[config.mk]
export PLATFORM = sky130hd
export DESIGN_NAME = bml_ctrl
export DESIGN_NICKNAME = d
export VERILOG_FILES = /design/src/rtl/bml_pkg.sv /design/src/rtl/bml_ctrl.sv
export SDC_FILE = /design/constraint.sdc
export NUM_CORES = 1
export LEC_CHECK = 0
export BUFFER_PORTS_ARGS = -buffer_cell sky130_fd_sc_hd__buf_2
export CAP_MARGIN = 0
export CORE_AREA = 4 4 117 119
export CTS_CLUSTER_DIAMETER = 50
export DETAILED_ROUTE_END_ITERATION = 6
export DIE_AREA = 0 0 121 123
export GPL_TIMING_DRIVEN = 1
export PLACE_DENSITY_LB_ADDON = 0.3
export RECOVER_POWER = 100
export SLEW_MARGIN = 25
export SYNTH_ARGS = -nofsm -noshare
export SYNTH_HDL_FRONTEND = slang
export SYNTH_SLANG_ARGS = --single-unit
export TNS_END_PERCENT = 30
[constraint.sdc]
create_clock -name aclk -period 6.24 [get_ports aclk]
set_clock_uncertainty 0.1 [all_clocks]
set_input_delay 0.312 -clock aclk [delete_from_list [all_inputs] [get_ports aclk]]
set_output_delay 0.312 -clock aclk [all_outputs]
set_load 0.005 [all_outputs]
[src/rtl/bml_pkg.sv]
package bml_pkg;

    localparam int NUM_COMPONENTS = 8;
    localparam int NUM_FEATURES   = 64;
    localparam int NUM_CATEGORIES = 32;

    localparam int COMP_W = (NUM_COMPONENTS > 1) ? $clog2(NUM_COMPONENTS) : 1;
    localparam int FEAT_W = (NUM_FEATURES > 1) ? $clog2(NUM_FEATURES) : 1;
    localparam int CAT_W  = (NUM_CATEGORIES > 1) ? $clog2(NUM_CATEGORIES) : 1;

    localparam int WDEPTH = NUM_CATEGORIES * NUM_COMPONENTS;
    localparam int PDEPTH = NUM_COMPONENTS * NUM_FEATURES;
    localparam int WADDR_W = (WDEPTH > 1) ? $clog2(WDEPTH) : 1;
    localparam int PADDR_W = (PDEPTH > 1) ? $clog2(PDEPTH) : 1;

    localparam logic [1:0] OP_WR_WEIGHT = 2'd0;
    localparam logic [1:0] OP_WR_PROB   = 2'd1;
    localparam logic [1:0] OP_SCORE     = 2'd2;

    localparam logic [11:0] EXP_MAX = 12'hFFF;
    localparam logic [16:0] Q_ONE   = 17'h10000;

    typedef struct packed {
        logic [31:0] m;
        logic [11:0] e;
    } num_t;

    // controller -> datapath
    typedef struct packed {
        logic             wr_weight;
        logic             wr_prob;
        logic [WADDR_W-1:0] waddr;
        logic [PADDR_W-1:0] paddr;
        logic [16:0]      wdata;
        logic             rd_weight;
        logic             rd_prob;
        logic [WADDR_W-1:0] rd_waddr;
        logic [PADDR_W-1:0] rd_paddr;
        logic             load_q;      // q <- registered weight
        logic             mul_step;    // q <- q * factor(registered theta)
        logic             add_step;    // total <- total + q
        logic             clr_total;
        logic             feat_bit;    // sample bit matching the theta in flight
    } dp_cmd_t;

    function automatic num_t num_zero();
        num_t z;
        z.m = '0;
        z.e = EXP_MAX;
        return z;
    endfunction

    function automatic num_t num_from_q16(input logic [16:0] v);
        num_t r;
        int p;
        p = 0;
        for (int i = 1; i <= 16; i++) begin
            if (v[i]) p = i;
        end
        if (v == '0) begin
            r = num_zero();
        end else begin
            r.m = 32'(v) << (31 - p);
            r.e = 12'(16 - p);
        end
        return r;
    endfunction

endpackage

[src/rtl/bml_ctrl.sv]
module bml_ctrl
    import bml_pkg::*;
(
    input  logic              aclk,
    input  logic              aresetn,
    input  logic              in_valid,
    output logic              in_ready,
    input  logic [1:0]        op,
    input  logic [4:0]        category,
    input  logic [5:0]        component,
    input  logic [5:0]        feature_index,
    input  logic [16:0]       prob_value,
    input  logic [63:0]       features,
    output dp_cmd_t           cmd,
    output logic              res_valid,
    input  logic              res_ready,
    output logic [6:0]        res_count,
    output logic              res_zero
);

    localparam logic [2:0] S_IDLE = 3'd0;
    localparam logic [2:0] S_RDW  = 3'd1;
    localparam logic [2:0] S_LDQ  = 3'd2;
    localparam logic [2:0] S_MUL  = 3'd3;
    localparam logic [2:0] S_ADD  = 3'd4;
    localparam logic [2:0] S_OUT  = 3'd5;

    logic [2:0]        state_reg, state_next;
    logic [COMP_W-1:0] comp_reg, comp_next;
    logic [FEAT_W:0]   feat_reg, feat_next;   // feature of theta now being read
    logic [FEAT_W-1:0] mfeat_reg, mfeat_next; // feature whose theta is registered
    logic [CAT_W-1:0]  cat_reg;
    logic [63:0]       bits_reg;
    logic [6:0]        count_reg;
    logic              zero_reg;
    logic              accept;
    logic [6:0]        pop;
    logic              last_comp;

    always_comb begin
        pop = '0;
        for (int i = 0; i < NUM_FEATURES; i++) pop = pop + 7'(features[i]);
    end

    assign in_ready  = (state_reg == S_IDLE);
    assign accept    = in_valid && in_ready;
    assign res_valid = (state_reg == S_OUT);
    assign res_count = count_reg;
    assign res_zero  = zero_reg;
    assign last_comp = (32'(comp_reg) == NUM_COMPONENTS - 1);

    always_comb begin
        state_next = state_reg;
        comp_next  = comp_reg;
        feat_next  = feat_reg;
        mfeat_next = mfeat_reg;
        cmd = '0;
        cmd.waddr = WADDR_W'(32'(category) * NUM_COMPONENTS + 32'(component));
        cmd.paddr = PADDR_W'(32'(component) * NUM_FEATURES + 32'(feature_index));
        cmd.wdata = prob_value;
        cmd.rd_waddr = WADDR_W'(32'(cat_reg) * NUM_COMPONENTS + 32'(comp_reg));
        cmd.rd_paddr = PADDR_W'(32'(comp_reg) * NUM_FEATURES
                       + 32'(feat_reg[FEAT_W-1:0]));
        cmd.feat_bit = bits_reg[mfeat_reg];
        case (state_reg)
            S_IDLE: begin
                if (accept) begin
                    cmd.wr_weight = (op == OP_WR_WEIGHT)
                        && (32'(category) < NUM_CATEGORIES)
                        && (32'(component) < NUM_COMPONENTS);
                    cmd.wr_prob = (op == OP_WR_PROB)
                        && (32'(component) < NUM_COMPONENTS)
                        && (32'(feature_index) < NUM_FEATURES);
                    if (op == OP_SCORE) begin
                        cmd.clr_total = 1'b1;
                        comp_next = '0;
                        state_next = (32'(category) < NUM_CATEGORIES) ? S_RDW : S_OUT;
                    end
                end
            end
            S_RDW: begin
                cmd.rd_weight = 1'b1;
                feat_next = '0;
                state_next = S_LDQ;
            end
            S_LDQ: begin
                cmd.load_q = 1'b1;
                cmd.rd_prob = 1'b1;
                mfeat_next = '0;
                feat_next = (FEAT_W+1)'(1);
                state_next = S_MUL;
            end
            S_MUL: begin
                cmd.mul_step = 1'b1;
                mfeat_next = feat_reg[FEAT_W-1:0];
                if (32'(feat_reg) < NUM_FEATURES) begin
                    cmd.rd_prob = 1'b1;
                    feat_next = feat_reg + 1'b1;
                end else begin
                    state_next = S_ADD;
                end
            end
            S_ADD: begin
                cmd.add_step = 1'b1;
                if (last_comp) begin
                    state_next = S_OUT;
                end else begin
                    comp_next = comp_reg + 1'b1;
                    state_next = S_RDW;
                end
            end
            S_OUT: begin
                if (res_ready) state_next = S_IDLE;
            end
            default: state_next = S_IDLE;
        endcase
    end

    always_ff @(posedge aclk) begin
        if (!aresetn) begin
            state_reg <= S_IDLE;
        end else begin
            state_reg <= state_next;
        end
        comp_reg  <= comp_next;
        feat_reg  <= feat_next;
        mfeat_reg <= mfeat_next;
        if (accept) begin
            cat_reg   <= CAT_W'(category);
            bits_reg  <= features;
            count_reg <= pop;
            zero_reg  <= !(32'(category) < NUM_CATEGORIES);
        end
    end

endmodule

==> metrics.md, run 1 <==
| Metric | Value |
|---|---|
| CTS Buf Count | `9` |
| Clk buf depth | `2` |
| Core ar. | `12,600 µm²` |
| Chip width | `121 µm` |
| CTS resizes | `0` |
| Worst-path fanout max | `2` |
| Warnings from Yosys | `0` |
| 1st-pass router iterations | `4` |
| P&R area growth vs syn | `10.9%` |
| RSZ-0062 raised after global routing | `false` |
| I/O Buffers | `117` |
| Pin count of the biggest net entering global routing | `79` |
| Required @ worst endpoint | `roughly 6.2 ns` |
| Ant diodes | `0` |
| Crit path launch | `features[11]` |
| Final WL | `11,700 µm` |
| Clock-pin transition on the worst setup and hold timing paths | `0.07 ns` |
| DR WL met2 | `a little under 6000 µm` |
| Cell taking the most area after synthesis | `edfxtp_1` |
| Post-synth cell types | `38` |
| NetSw | `1830 µW` |
| Violated checks | `max-capacitance violations, max-slew violations` |
| F_max | `170 MHz` |
| Gate power share | `0.652` |
| Critical path, cell by cell | `clkbuf_1 > inv_1 > fa_1 > fa_1 > fa_1 > inv_1 > fa_1 > fa_1 > fa_1 > fa_1 > inv_1 > fa_1 > inv_1 > fa_1 > a21o_1 > a21oi_1 > inv_1 > a21oi_1 > o21bai_1` |
| Slowest CP cell | `fa_1` |
| CTS tree | `done` |
| Sw frac | `0.403` |
| Layout Nets | `689` |
| Starting Density | `0.465` |
| Async SR Flop Fraction | `0` |
| Hold Fails Final Rpt | `0` |
| Leak pwr | `0.00271 µW` |
| Detailed Route Iter0 Violations | `154` |
| DP Wirelength | `~9500 µm` |
| Gr usage total | `0.166` |
| Dpl ws | `between 0.01 and 0.015 ns` |
| Max VDD drop | `1.86 mV` |
| Postcts setup bufs | `0` |
| Global-route wire length before repair | `18,700 µm` |
| Largest delay contributor family on the critical path | `adder cells` |
| Power Dens Cells | `roughly 700 nW/µm²` |
| Seq pwr share | `0.235` |
| Routability Congestion | `0.810` |
| Avg Vias per Cell | `between 4 and 5` |
| Worst relative slew slack | `-0.646` |
| Worst-skew pair later-pin latency | `0.34 ns` |
| DRT antenna net count | `0` |
| Fraction of layout cells with a size suffix above 1 | `0.101` |
| Crit Path Category | `input port to flop` |
| Reg-to-reg startpoint | `state_reg[0]` |
| DR WL/cell | `17.1 µm` |
| Slew Viols, Final | `81` |
| # fillers | `1,132` |
| H-tree levels | `3` |
| Worst setup margin | `about 0.35 ns` |
| Worst setup SP type | `input port` |
| Hold Crit Class | `input port to flop` |
| Gr ovfl total | `0` |
| Total clock sinks | `95` |
| Data arrival, critical path | `5.88 ns` |
| Die ar. | `about 15,000 µm²` |
| Crit. End Element | `flop` |
| Rows | `41` |
| Synth area leaders | `edfxtp_1, fa_1, inv_1, mux4_2, buf_4` |
| Least-Margin Pin Slew | `2.47 ns` |
| Clock power share | `0.114` |
| IO Pins | `between 150 and 200` |
| Post-route DRC violation count | `0` |
| Seq/Total Area, Yosys | `0.483` |
| Worst path most repeated cell | `fa_1` |
| Main synth FF type | `edfxtp_1` |
| Yosys reg bits | `95` |
| Period utilization | `0.944` |
| Post-CTS Hold Buffers | `0` |
| Detailed-route via count | `3,343` |
| CTS root buffer | `clkbuf_16` |
| Worst Hold Launch | `features[3]` |
| Synthesized area | `5840 µm²` |
| Vias in the first global route | `~3.7k` |
| # setup viols final | `0` |
| Crit path time final | `roughly 5.9 ns` |
| Die Ht | `123 µm` |
| Max_cap viols | `2` |
| EDFF count, synth | `92` |
| Max reg flops | `64` |
| Top sig layer | `met4` |
| Worst Path Buf+Inv | `6` |
| Run status | `complete, but fails checks` |
| Setup tns final | `0 ns` |
| Critical path's largest stage delay | `0.55 ns` |
| Post-Syn Nets | `a little over 600` |
| Initial antenna violation count | `0` |
| Post-Syn Instances | `approximately 430` |
| Met3 WL post-DR | `652 µm` |
| Syn avg cell area | `13.7 µm²` |
| Area share of the largest cell type after synthesis | `0.473` |
| Int Pwr | `roughly 2700 µW` |
| Met1 wire length | `4920 µm` |
cell families after synthesis:
family                     Yosys count  share of synthesized area
AOI/OAI and AO/OA                   24                     0.0259
xor gates and xnor gates            12                     0.0180
adders and majority gates           76                      0.234
buffers and inverters              142                      0.118
DFF                                 95                      0.483
muxes                               18                     0.0692
other                                1                   0.000642
and+or+nand+nor                     57                     0.0516
routing by layer:
metal,track usage,up-vias
met1,0.217,1673
met2,0.268,88
met3,0.0384,39
met4,0.0722,0
li1,-,1543
met5,0,-
layout by cell type (no fill, tap or decap), types with 3 or more instances in the layout:
master / instances
fa_1: 55
nor2_1: 11
buf_2: 22
and3_1: 13
o21ai_0: 3
ha_1: 21
clkbuf_16: 9
nand2_1: 8
o21bai_1: 3
a21oi_1: 9
nor2b_1: 5
mux4_2: 14
dfxtp_1: 3
inv_6: 3
nand3_1: 9
edfxtp_1: 92
inv_1: 95
mux4_1: 3
clkbuf_1: 97
a21o_1: 4
xor2_1: 6
xnor2_1: 6
cells in the mapped netlist, types with 2 or more instances:
master     n
a21o_1     4
a21oi_1    9
a22oi_1    2
and2_1     2
and3_1    13
buf_4     39
clkbuf_1   5
dfxtp_1    3
edfxtp_1  92
fa_1      55
ha_1      21
inv_1     95
mux4_1     3
mux4_2    14
nand2_1    8
nand3_1    9
nor2_1    11
nor2b_1    5
nor3_1     2
nor3b_1    2
o21ai_0    2
o21bai_1   3
xnor2_1    6
xor2_1     6
worst paths after layout:
check	slack [ns]	cells after the start	endpoint
min	0.06	1	bits_reg[3]
max reg2reg	1.41	3	bits_reg[40]
min reg2reg	0.54	1	comp_reg[0]
max	0.35	19	res_count[6]
layout make-up:
class | instances | area [µm²] | share of cell area
clock buffer | 10 | 229 | 0.0353
clock inverter | 6 | 43.8 | 0.00676
inverter | 96 | 360 | 0.0556
multi-input combinational | 188 | 2330 | 0.360
sequential | 95 | 2820 | 0.436
tap | 172 | 215 | 0.0332
timing repair buffer | 119 | 478 | 0.0738
power groups by stage:
| stage | combinational, µW | sequential (µW) | clock (µW) |
|---|---|---|---|
| floorplan | 2290 | 1060 | 0 |
| global placement | 2960 | 1070 | 0 |
| detailed placement | 3000 | 1080 | 0 |
| CTS | 3050 | 1060 | 525 |
| global route | 3500 | 1080 | 556 |
| finish | 2960 | 1070 | 517 |
per-stage QoR:
stage	hold slack (ns)	cells	power, µW	instance area (µm²)	utilization
after floorplan	0.311	425	3350	5840	-
after global placement	0.404	669	4030	6320	0.503
final	0.0604	686	4550	6480	0.515
after detailed placement	0.405	669	4080	6320	0.503
after global routing	0.0422	686	5140	6480	0.515
after CTS	0.0478	685	4640	6600	0.525
(Power assumes the default switching activity.)
==> inputs of run 2 (changes only) <==
--- a/config.mk
+++ b/config.mk
@@ -9,6 +9,7 @@
 export CAP_MARGIN = 0
 export CORE_AREA = 4 4 117 119
 export CTS_CLUSTER_DIAMETER = 50
+export CTS_CLUSTER_SIZE = 16
 export DETAILED_ROUTE_END_ITERATION = 6
 export DIE_AREA = 0 0 121 123
 export GPL_TIMING_DRIVEN = 1
==> constraint.sdc (replaced) <==
create_clock -name aclk -period 6.24 [get_ports aclk]
set_clock_uncertainty 0.1 [all_clocks]
set_input_delay 0.312 -clock aclk [delete_from_list [all_inputs] [get_ports aclk]]
set_output_delay 0.312 -clock aclk [all_outputs]
set_load 0.02 [all_outputs]
==> metrics.md, run 2 (synthesis gave the netlist of run 1 again) <==
| Metric | Value |
|---|---|
| Most frequent cells in the layout | `clkbuf_1, inv_1, edfxtp_1` |
| Detailed Route Iter0 Violations | `between 150 and 200` |
| Rows | `41` |
| Leak pwr | `0.00268 µW` |
| Worst relative slew slack | `-0.648` |
| Final WL | `~12,000 µm` |
| Gr ovfl total | `0` |
| Reg-to-reg startpoint | `state_reg[0]` |
| CTS root buffer | `clkbuf_16` |
| Slowest CP cell | `fa_1` |
| 1st-pass router iterations | `4` |
| Seq pwr share | `0.232` |
| Dpl ws | `~0.010 ns` |
| Clk buf depth | `2` |
| Multi-input logic area | `2330 µm²` |
| CP endpoint | `res_count[6]` |
| Worst Hold Launch | `features[3]` |
| Commonest non-fill, non-tap cell in the layout | `clkbuf_1` |
| Largest delay contributor family on the critical path | `adder cells` |
| Die Ht | `about 120 µm` |
| NetSw | `1890 µW` |
| Worst r2r dst | `bits_reg[40]` |
| I/O Buffers | `about 120` |
| Worst-path fanout max | `2` |
| Hold Crit Class | `input port to flop` |
| Starting Density | `0.465` |
| RSZ-0062 raised after global routing | `false` |
| Worst reg2reg path depth | `3` |
| Die ar. | `14,900 µm²` |
| Pin count of the biggest net entering global routing | `79` |
| Chip width | `121 µm` |
| Crit Path Category | `input port to flop` |
| Register area | `2820 µm²` |
| CTS tree | `done` |
| Ant diodes | `0` |
| Run status | `complete, but fails checks` |
| Global-route wire length before repair | `between 15,000 and 20,000 µm` |
| DP Wirelength | `9480 µm` |
| Routability Congestion | `0.810` |
| Core ar. | `12,600 µm²` |
| Violated checks | `max-capacitance violations, max-slew violations` |
| Clock power share | `0.112` |
| Total power | `4600 µW` |
| Setup tns final | `0 ns` |
| Power Dens Cells | `711 nW/µm²` |
| Required @ worst endpoint | `6.23 ns` |
| Clock-pin transition on the worst setup and hold timing paths | `roughly 0.070 ns` |
| Critical path, cell by cell | `clkbuf_1 > inv_1 > fa_1 > fa_1 > fa_1 > inv_1 > fa_1 > fa_1 > fa_1 > fa_1 > inv_1 > fa_1 > inv_1 > fa_1 > a21o_1 > a21oi_1 > inv_1 > a21oi_1 > o21bai_1` |
| Slew Viols, Final | `81` |
| Placed Instances | `~670` |
| CTS Buf Count | `9` |
| Sw frac | `0.411` |
| Hold Fails Final Rpt | `0` |
| Period utilization | `0.944` |
| IO Pins | `~170` |
| P&R area growth vs syn | `10.7%` |
| Max VDD drop | `1.86 mV` |
| Initial antenna violation count | `0` |
| Worst setup SP type | `input port` |
| Crit. End Element | `flop` |
| Worst Path Buf+Inv | `6` |
| # fillers | `approximately 1.1k` |
| Worst path most repeated cell | `fa_1` |
| Post-CTS Hold Buffers | `0` |
| Crit path launch | `features[11]` |
| H-tree levels | `3` |
| # setup viols final | `0` |
| Avg Vias per Cell | `4.87` |
| Postcts setup bufs | `0` |
| Worst setup margin | `~0.35 ns` |
| Critical path's largest stage delay | `0.55 ns` |
| Fraction of layout cells with a size suffix above 1 | `0.0837` |
| Detailed-route via count | `approximately 3.3k` |
| Max_cap viols | `2` |
| Gr usage total | `0.166` |
| Least-Margin Pin Slew | `2.47 ns` |
| Vias in the first global route | `3,741` |
| CTS resizes | `0` |
| Crit path time final | `around 5.9 ns` |
| DR WL/cell | `approximately 17 µm` |
| DRT antenna net count | `0` |
| Post-route DRC violation count | `0` |
| Fin util | `0.515` |
| Layout Nets | `689` |
| Final Non-Filler Cells | `686` |
| Max reg flops | `64` |
| R2R Setup Slk | `1.41 ns` |
| Gate power share | `0.655` |
| F_max | `170 MHz` |
| Data arrival, critical path | `5.88 ns` |
| Total clock sinks | `95` |
| Worst-skew pair later-pin latency | `around 0.34 ns` |
| Int Pwr | `2710 µW` |
| WP depth | `19` |
## run 2: cell type report
| class | instances | area share |
|---|---|---|
| clock inverter | 6 | 0.00677 |
| clock buffer | 10 | 0.0354 |
| inverter | 96 | 0.0557 |
| sequential | 95 | 0.436 |
| multi-input combinational | 188 | 0.360 |
| tap | 172 | 0.0333 |
| timing repair buffer | 119 | 0.0722 |
## run 2: worst min-delay path by stage
stage / to / slack (ns) / cells past startpoint
final: bits_reg[3] / 0.06 / 1
after global routing: bits_reg[51] / 0.04 / 1
after CTS: bits_reg[3] / 0.05 / 1
after detailed placement: bits_reg[3] / 0.41 / 1
after global placement: bits_reg[60] / 0.40 / 1
after floorplan: bits_reg[0] / 0.31 / 0
## run 2: power groups by stage
stage / Combinational, µW / Clock (µW) / Sequential (µW)
final: 3010 / 517 / 1070
after global routing: 3550 / 556 / 1080
after CTS: 3100 / 525 / 1060
after detailed placement: 3060 / 0 / 1080
after global placement: 3010 / 0 / 1070
after floorplan: 2320 / 0 / 1100
## run 2: metal layers
layer,track usage,vias to the layer above,share of wire
li1,-,1543,-
met1,0.217,1672,0.42
met2,0.268,88,0.49
met3,0.0384,39,0.056
met4,0.0722,0,0.031
met5,0,-,0
## run 2: per-stage QoR
stage / hold WS [ns] / area (µm²)
2_1_floorplan: 0.311 / 5840
3_3_place_gp: 0.404 / 6320
3_5_place_dp: 0.405 / 6320
4_1_cts: 0.0478 / 6600
5_1_grt: 0.0422 / 6470
6_report: 0.0604 / 6470
==> inputs of run 3 (changes only) <==
--- a/config.mk
+++ b/config.mk
@@ -5,7 +5,7 @@
 export SDC_FILE = /design/constraint.sdc
 export NUM_CORES = 1
 export LEC_CHECK = 0
-export BUFFER_PORTS_ARGS = -buffer_cell sky130_fd_sc_hd__buf_2
+export BUFFER_PORTS_ARGS = -buffer_cell sky130_fd_sc_hd__clkbuf_2
 export CAP_MARGIN = 0
 export CORE_AREA = 4 4 117 119
 export CTS_CLUSTER_DIAMETER = 50
==> metrics.md, run 3 (synthesis gave the netlist of run 1 again) <==
| Metric | Value |
|---|---|
| Run status | `complete, but fails checks` |
| Violated checks | `max-capacitance violations, max-slew violations` |
| Setup tns final | `0 ns` |
| Gr ovfl total | `0` |
| Fraction of layout cells with a size suffix above 1 | `0.0817` |
| Fin util | `0.517` |
| Slew Viols, Final | `81` |
| P&R area growth vs syn | `11.2%` |
| CTS Buf Count | `9` |
| Worst setup margin | `around 0.38 ns` |
| # setup viols final | `0` |
| Max_cap viols | `2` |
| Total clock sinks | `95` |
| Least-Margin Pin Slew | `2.42 ns` |
| IO Pins | `approximately 170` |
| Die ar. | `14,900 µm²` |
| Post-CTS Hold Buffers | `0` |
| Worst-path fanout max | `2` |
| RSZ-0062 raised after global routing | `false` |
| CTS resizes | `0` |
| Max reg flops | `64` |
| DR WL/cell | `17.1 µm` |
| Ant diodes | `0` |
| Critical path's largest stage delay | `approximately 0.54 ns` |
| Commonest non-fill, non-tap cell in the layout | `clkbuf_1` |
| Hold slack final | `0.0544 ns` |
| CTS root buffer | `clkbuf_16` |
| Reg-to-reg startpoint | `state_reg[0]` |
| Avg Vias per Cell | `4.84` |
| Dpl ws | `about 0.034 ns` |
| Clk buf depth | `2` |
| 1st-pass router iterations | `4` |
| CP endpoint | `res_count[6]` |
| Worst path most repeated cell | `fa_1` |
| Hold Crit Class | `input port to flop` |
| H-tree levels | `3` |
| Final WL | `11,700 µm` |
| Crit. End Element | `flop` |
| Starting Density | `0.465` |
| DRT antenna net count | `0` |
| Core ar. | `12,600 µm²` |
| R2R Setup Slk | `around 1.4 ns` |
| Leak pwr | `0.00269 µW` |
| Critical path, cell by cell | `clkbuf_1 > inv_1 > fa_1 > inv_1 > fa_1 > inv_1 > fa_1 > inv_1 > fa_1 > fa_1 > fa_1 > inv_1 > fa_1 > fa_1 > inv_1 > ha_1 > fa_1 > a21o_1 > a21oi_1 > inv_1 > a21oi_1 > o21bai_1` |
| Period utilization | `0.939` |
| Worst setup SP type | `input port` |
| Clock-pin transition on the worst setup and hold timing paths | `roughly 0.070 ns` |
| Post-route DRC violation count | `0` |
| Routability Congestion | `between 0.8 and 0.9` |
| Die Ht | `123 µm` |
| Chip width | `121 µm` |
| I/O Buffers | `about 120` |
| Initial antenna violation count | `0` |
| CTS tree | `done` |
| Hold Fails Final Rpt | `0` |
| Pin count of the biggest net entering global routing | `79` |
| Data arrival, critical path | `roughly 6 ns` |
| DP Wirelength | `9490 µm` |
| Worst Hold Launch | `features[0]` |
| Power Dens Cells | `709 nW/µm²` |
| Required @ worst endpoint | `roughly 6.2 ns` |
| Worst r2r dst | `bits_reg[47]` |
| Vias in the first global route | `between 3k and 4k` |
| Global-route wire length before repair | `18,900 µm` |
| Rows | `41` |
| Most frequent cells in the layout | `clkbuf_1, inv_1, edfxtp_1` |
| Postcts setup bufs | `0` |
| Detailed Route Iter0 Violations | `approximately 190` |
| Max VDD drop | `1.86 mV` |
| Gr usage total | `0.169` |
| Crit Path Category | `input port to flop` |
| Detailed-route via count | `3,318` |
| Worst-skew pair later-pin latency | `0.35 ns` |
| Worst relative slew slack | `-0.612` |
| F_max | `171 MHz` |
| Crit path time final | `roughly 5.9 ns` |
| Worst reg2reg path depth | `3` |
| Slowest CP cell | `fa_1` |
| Layout Nets | `roughly 690` |
| Crit path launch | `features[47]` |
run 3: cell types whose count changed in the layout (fill, tap and decap cells not counted), sizes merged:
cell / before / now
buf: 13 / 0
bufinv: 0 / 1
clkbuf: 116 / 128
clkinv: 3 / 2
clkinvlp: 1 / 2
run 3: cell type report:
type,instances,area [µm²]
well taps,172,215
clock buffers,9,225
repair buffers,119,464
clock inverters,7,78.8
flip-flops and latches,95,2820
inverters,96,360
multi-input cells,188,2330
fillers,1114,6070
run 3: worst min-delay path by stage:
stage                        end  slack (ns)  cells after the start
floorplan            bits_reg[0]        0.31                      0
CTS                  bits_reg[0]        0.04                      1
finish               bits_reg[0]        0.05                      1
detailed placement  bits_reg[57]        0.41                      1
global placement     bits_reg[0]        0.41                      1
global route        bits_reg[53]        0.04                      1
run 3: critical path, delay by kind of cell:
family | cells | cell delay (ns)
compound gates | 4 | 0.56
fa+ha+maj | 10 | 4.51
buf+inv | 8 | 0.47
run 3: where the power goes:
| group | total [µW] | switching, µW | internal, µW |
|---|---|---|---|
| clock | 565 | 249 | 316 |
| combinational | 2980 | 1560 | 1410 |
| sequential | 1070 | 46.2 | 1020 |
| total | 4610 | 1860 | 2750 |
run 3: routing by layer:
metal / vias up / wire, µm / global-route usage
met2: 98 / 5890 / 0.271
li1: 1541 / - / -
met1: 1645 / 4820 / 0.225
met5: - / 0 / 0
met4: 0 / 335 / 0.0715
met3: 34 / 691 / 0.0398
run 3: metrics by stage:
stage	total power, µW	std cells	cell area (µm²)
floorplan	3420	425	5840
global placement	4090	669	6320
detailed placement	4120	669	6320
CTS	4730	685	6630
global route	5180	686	6500
finish	4610	686	6500
